**src/rtl/sabs_pkg.sv**
```systemverilog
// Package for the sorted array binary search unit.
// Holds the payload structs, the controller/datapath command and status structs,
// and the field widths. It has no dependencies.
package sabs_pkg;

  // Field widths of the transactions and of the used-count register.
  localparam int unsigned DEPTH_DEFAULT = 1024;
  localparam int unsigned USED_W        = 11;
  localparam int unsigned INDEX_W       = 10;
  localparam int unsigned POS_W         = 10;
  localparam int unsigned DATA_W        = 32;

  // Request type codes.
  localparam logic REQ_WRITE  = 1'b0;
  localparam logic REQ_SEARCH = 1'b1;

  // Input transaction.
  typedef struct packed {
    logic                     req_type;
    logic [INDEX_W-1:0]       entry_index;
    logic signed [DATA_W-1:0] entry_value;
    logic signed [DATA_W-1:0] search_key;
  } req_t;

  // Result transaction.
  typedef struct packed {
    logic             found;
    logic [POS_W-1:0] position;
  } rsp_t;

  // Commands from the controller to the datapath.
  typedef struct packed {
    logic wr_en;        // Write the entry of the accepted request.
    logic load;         // Latch the key and open the full live range.
    logic first;        // Issue the read of the first midpoint.
    logic step;         // Compare the probe, narrow the range, issue the next read.
    logic result_load;  // Move the outcome into the output register.
  } sabs_cmd_t;

  // Status from the datapath to the controller.
  typedef struct packed {
    logic empty;        // Live range holds no entry.
    logic probe_eq;     // Probed entry equals the key.
    logic next_empty;   // Range after this probe holds no entry.
    logic out_full;     // Output register holds an untaken result.
  } sabs_sts_t;

endpackage

```
**src/rtl/sabs_ctrl.sv**
```systemverilog
// Controller of the sorted array binary search unit: sequences writes, probes
// and result hand-off. Uses sabs_pkg for the command and status structs.
module sabs_ctrl (
  input  logic                 clk_i,
  input  logic                 rst_ni,
  input  logic                 in_valid_i,
  output logic                 in_ready_o,
  input  logic                 req_type_i,
  input  logic                 out_ready_i,
  input  sabs_pkg::sabs_sts_t  sts_i,
  output sabs_pkg::sabs_cmd_t  cmd_o
);
  import sabs_pkg::*;

  localparam logic [1:0] ST_IDLE   = 2'd0;
  localparam logic [1:0] ST_START  = 2'd1;
  localparam logic [1:0] ST_PROBE  = 2'd2;
  localparam logic [1:0] ST_FINISH = 2'd3;

  logic [1:0] state_q, state_d;
  logic       accept;

  assign in_ready_o = (state_q == ST_IDLE);
  assign accept     = in_valid_i && in_ready_o;

  // Next state and commands.
  always_comb begin
    state_d = state_q;
    cmd_o   = '0;
    case (state_q)
      ST_IDLE: begin
        if (accept) begin
          if (req_type_i == REQ_SEARCH) begin
            cmd_o.load = 1'b1;
            state_d    = ST_START;
          end else begin
            cmd_o.wr_en = 1'b1;
          end
        end
      end
      ST_START: begin
        if (sts_i.empty) begin
          state_d = ST_FINISH;
        end else begin
          cmd_o.first = 1'b1;
          state_d     = ST_PROBE;
        end
      end
      ST_PROBE: begin
        cmd_o.step = 1'b1;
        if (sts_i.probe_eq || sts_i.next_empty) begin
          state_d = ST_FINISH;
        end
      end
      ST_FINISH: begin
        // Hand the result over once the output register is free.
        if (!sts_i.out_full || out_ready_i) begin
          cmd_o.result_load = 1'b1;
          state_d           = ST_IDLE;
        end
      end
      default: begin
        state_d = ST_IDLE;
      end
    endcase
  end

  always_ff @(posedge clk_i or negedge rst_ni) begin
    if (!rst_ni) begin
      state_q <= ST_IDLE;
    end else begin
      state_q <= state_d;
    end
  end

endmodule

```
**config.mk**
```make
export PLATFORM = sky130hd
export DESIGN_NAME = sabs_ctrl
export DESIGN_NICKNAME = d
export VERILOG_FILES = /design/src/rtl/sabs_pkg.sv /design/src/rtl/sabs_ctrl.sv
export SDC_FILE = /design/constraint.sdc
export NUM_CORES = 1
export LEC_CHECK = 0
export BUFFER_PORTS_ARGS = -buffer_cell sky130_fd_sc_hd__buf_2
export CAP_MARGIN = 5
export CELL_PAD_IN_SITES_DETAIL_PLACEMENT = 0
export CELL_PAD_IN_SITES_GLOBAL_PLACEMENT = 1
export CORE_AREA = 5 5 42 44
export CTS_CLUSTER_DIAMETER = 120
export DETAILED_ROUTE_END_ITERATION = 8
export DIE_AREA = 0 0 47 49
export GPL_TIMING_DRIVEN = 0
export HOLD_SLACK_MARGIN = 0.1
export PLACE_DENSITY = 0.55
export RECOVER_POWER = 25
export SKIP_LAST_GASP = 1
export SYNTH_ARGS = -nofsm -noshare
export SYNTH_HDL_FRONTEND = slang
export SYNTH_SLANG_ARGS = --single-unit
```
**constraint.sdc**
```tcl
create_clock -name clk_i -period 2.3 [get_ports clk_i]
set_input_delay 0.46 -clock clk_i [delete_from_list [all_inputs] [get_ports clk_i]]
set_output_delay 0.46 -clock clk_i [all_outputs]
set_load 0.02 [all_outputs]
```
# [Yosys cells after proc, flatten, opt, wreduce, memory -nomap -nowiden]
# Cells that the tools add are included.
[totals] output_inout_bits=6 in_bits=9 register_bits=2 elab_cells=29
[classes] mux=15 n_eq_ne=7 reduce_logical=6
[op_table] op="$mux W2" n=6
[op_table] op="$mux W1" n=8
[op_table] op="$pmux W2 S4" n=1
[op_table] op="$eq A2 B2 Y1 const B" n=2
[op_table] op="$ne A2 B1 Y1 const B" n=2
[op_table] op="$ne A2 B2 Y1 const B" n=2
[op_table] op="$reduce_and A4 Y1" n=1
[op_table] op="$eq A2 B1 Y1 const B" n=1
[op_table] op="$logic_not A2 Y1" n=1
[op_table] op="$logic_or A1 B1 Y1" n=2
[op_table] op="$logic_and A1 B1 Y1" n=1
[op_table] op="$logic_not A1 Y1" n=1

# [Depth between registers and ports, before layout]
[depth] depth_word=4 ltp_mapped=5 mapped_depth_nobuf=5

# [Worst setup path after synthesis]
# OpenSTA, ideal clock, no wires.
[synth_timing] path_kind="register -> register" start="register state_q[0]" end="register state_q[1]" t_required_ns=2.172 setup_ns=0.128 synth_period_minus_slack_ns=1.677 stages_incl_launch_ff=6 path_buffers=0 arrival_time_ns=1.550 path_slack_ns=0.623 cell_sequence="dfrtp_1 > inv_1 > ha_1 > a21boi_1 > a311oi_2 > mux2_1"
[synth_between] elab_chain_len=4 elab_cells_between_ends=11 classes_between="eq/ne (7); mux (1); reduce/logical (3)"
[synth_rtl] item="start, declared" line="sabs_ctrl.sv:20" rtl="logic [1:0] state_q, state_d;"
[synth_rtl] item="start signal, assigned" line="sabs_ctrl.sv:72" rtl="state_q <= state_d;"
[synth_rtl] item="$logic_not A2 Y1 (*)" line="sabs_ctrl.sv:23" rtl="assign in_ready_o = (state_q == ST_IDLE);"
[synth_rtl] item="named net in_ready_o" line="sabs_ctrl.sv:7" rtl="output logic in_ready_o,"
[synth_rtl] item="$logic_and A1 B1 Y1" line="sabs_ctrl.sv:24" rtl="assign accept = in_valid_i && in_ready_o;"
[synth_rtl] item="$ne A2 B1 Y1 (no line)"
[synth_rtl] item="$reduce_and A4 Y1 (no line)"
# Mark *: on every way through the listed nets, which the timed path passes. The rest lies on a longest branch.
# A chain may end at the register's enable or synchronous reset.

==> impl_metrics.env <==
export IMPL_r2r_start="state_q[0]"
export IMPL_skew_ps=1.29
export IMPL_regArea_sq_um=50.0
export IMPL_ant_nets=0
export IMPL_seq_area_frac_synth_pct=23.1
export IMPL_rsz0062_at_grt="no"
export IMPL_tns_ps=0
export IMPL_yosysWarningCount=0
export IMPL_fp_coreArea_sq_um=1400
export IMPL_synth_nets=36
export IMPL_cts_sinks=2
export IMPL_clk_path_buf_depth=2
export IMPL_post_route_util_pct=24.1
export IMPL_cpPeakStageDelay_ps=400
export IMPL_crit_end="cmd_o[3]"
export IMPL_io_pins=15
export IMPL_grt_pass1_vias=203
export IMPL_drt_first_pass_iters=3
export IMPL_outcome="completed"
export IMPL_tightest_slew_ps=298
export IMPL_cts_root_buf="clkbuf_4"
export IMPL_reg2reg_depth=5
export IMPL_top_register="state_q"
export IMPL_critical_path_slowest_cell="dfrtp_1"
export IMPL_hp_class="input pin to asynchronous set/reset pin"
export IMPL_largest_registers="state_q: 2 flops"
export IMPL_dieArea_sq_um=2300
export IMPL_r2r_slack_ps=610
export IMPL_wl_microns=515
export IMPL_htreeDepth=1
export IMPL_die_w_microns=47
export IMPL_num_rows=14
export IMPL_areaGrowthSynthToFinish_pct=56.1
export IMPL_final_common_cell="buf_2"
export IMPL_synth_area_sq_um=216
export IMPL_synth_cells=22
export IMPL_initial_utilization_pct=15.4
export IMPL_io_buffers=14
export IMPL_crit_start="state_q[0]"
export IMPL_grt_total_usage_pct=5.00
export IMPL_crit_chain="inv_1 > ha_1 > and3_1 > buf_2"
export IMPL_worstPathMaxFanout=5
export IMPL_slew_viol_final=0
export IMPL_setup_violations=0
export IMPL_post_cts_buffers=0
export IMPL_reg2reg_to="state_q[1]"
export IMPL_timing_final_crit_share_pct=76.6
export IMPL_start_kind="register"
export IMPL_max_freq_mhz=568
export IMPL_grt_max_degree=6
export IMPL_hold_viol=0
export IMPL_avgSynthCellArea_sq_um=9.84
export IMPL_criticalPathCategory="register to output port"
export IMPL_gp_congestion=0.631
export IMPL_cts_hold_fix_buffers=1
export IMPL_synth_distinct_cells=14
export IMPL_power_leakage_uw=0.000194
export IMPL_path_clk_slew_ps=30
export IMPL_powerDensity_nw_per_um2=1190
export IMPL_maxCapViolations=0
export IMPL_ys_ff_latch=2
export IMPL_cts_made_buffers=3
export IMPL_diodes=0
export IMPL_multi_input_area_sq_um=155
export IMPL_max_slew_margin_pct=80.1
export IMPL_drc=0
export IMPL_antenna_found_initial=0
export IMPL_critPathCaptureType="output port"
export IMPL_worstSkewPairLatency_ps=220
export IMPL_nFillCells=160
export IMPL_required_ps=1840
export IMPL_wl_per_cell_microns=9.20
export IMPL_layout_min_cycle_time_ps=1760
export IMPL_cts_tree="done"
export IMPL_nNetsFinal=56
export IMPL_layout_drive_gt1_share_pct=42.5
export IMPL_gr_total_overflow=0
export IMPL_cts_resized=0
export IMPL_arrival_ps=1300
export IMPL_max_vdd_ir_drop_mv=0.481
export IMPL_final_cell_mix="buf_2 (13), ha_1 (5), inv_1 (3), clkbuf_4 (3)"
export IMPL_vias=211
export IMPL_dr_first_iter_drc_count=3
export IMPL_grt_first_pass_wirelength_microns=793
export IMPL_die_h_microns=49
export IMPL_largest_reg_flops=2
export IMPL_viasPerCell=3.77
[Yosys cell counts]
library cell / number / share of area [%]
inv_1: 3 / 5.2
dfrtp_1: 2 / 23
nor2_1: 1 / 1.7
and3_1: 2 / 5.8
a311oi_2: 1 / 6.9
a21boi_1: 1 / 3.5
nor2b_1: 1 / 2.9
a211oi_1: 1 / 3.5
ha_1: 5 / 29
a21boi_0: 1 / 3.5
mux2i_1: 1 / 4.6
nor3b_1: 1 / 3.5
nand2_1: 1 / 1.7
mux2_1: 1 / 5.2
[stage by stage]
stage | cells | worst slack [ps] | hold slack (ps) | power, uW | area [sq um]
finish | 56 | 538 | 561 | 402 | 338
detailed placement | 52 | 595 | 248 | 330 | 307
floorplan | 22 | 623 | 164 | 263 | 216
global placement | 52 | 584 | 246 | 331 | 307
global route | 56 | 448 | 566 | 451 | 338
CTS | 56 | 524 | 540 | 414 | 339
[kinds of logic after synthesis]
| group | after synthesis | share of synthesized area (%) |
|---|---|---|
| adder cells (fa/ha/maj) | 5 | 28.9 |
| multiplexers | 2 | 9.83 |
| buffers and inverters | 3 | 5.20 |
| AO/OA/AOI/OAI | 4 | 17.3 |
| AND/OR/NAND/NOR | 6 | 15.6 |
| flip-flops | 2 | 23.1 |
[critical path: cells and delay by family, from the launching register on]
family                   cells  cell delay, ps
flip-flops                   1             400
AND/OR/NAND/NOR              1             150
adder cells (fa/ha/maj)      1             220
buffers and inverters        2             310
[worst min path at each step]
stage | cells past startpoint | startpoint | end | slack (ps)
after global placement | 1 | rst_ni | state_q[0] | 250
after global routing | 2 | rst_ni | state_q[0] | 570
after floorplan | 0 | rst_ni | state_q[0] | 160
after CTS | 2 | rst_ni | state_q[1] | 540
final | 2 | rst_ni | state_q[1] | 560
after detailed placement | 1 | rst_ni | state_q[0] | 250
[layer usage]
layer  track usage (%)  routed length [microns]
met3              3.69                      108
met4              4.15                        0
met5                 0                        0
met1              6.61                      256
met2              4.98                      149
[layout make-up]
| cell class | count | area share, % |
|---|---|---|
| Clock buffer | 3 | 6.67 |
| Inverter | 3 | 3.33 |
| Multi-Input combinational cell | 17 | 45.9 |
| Sequential cell | 2 | 14.8 |
| Tap cell | 16 | 5.93 |
| Timing Repair Buffer | 15 | 23.3 |
[power by group]
part,total [uW],switching (uW),internal (uW)
clock network,76.7,19.2,57.5
logic,248,140,109
registers,76.9,20.9,56.0
total,402,180,222
Note: power is estimated with default switching activity, not from simulation.
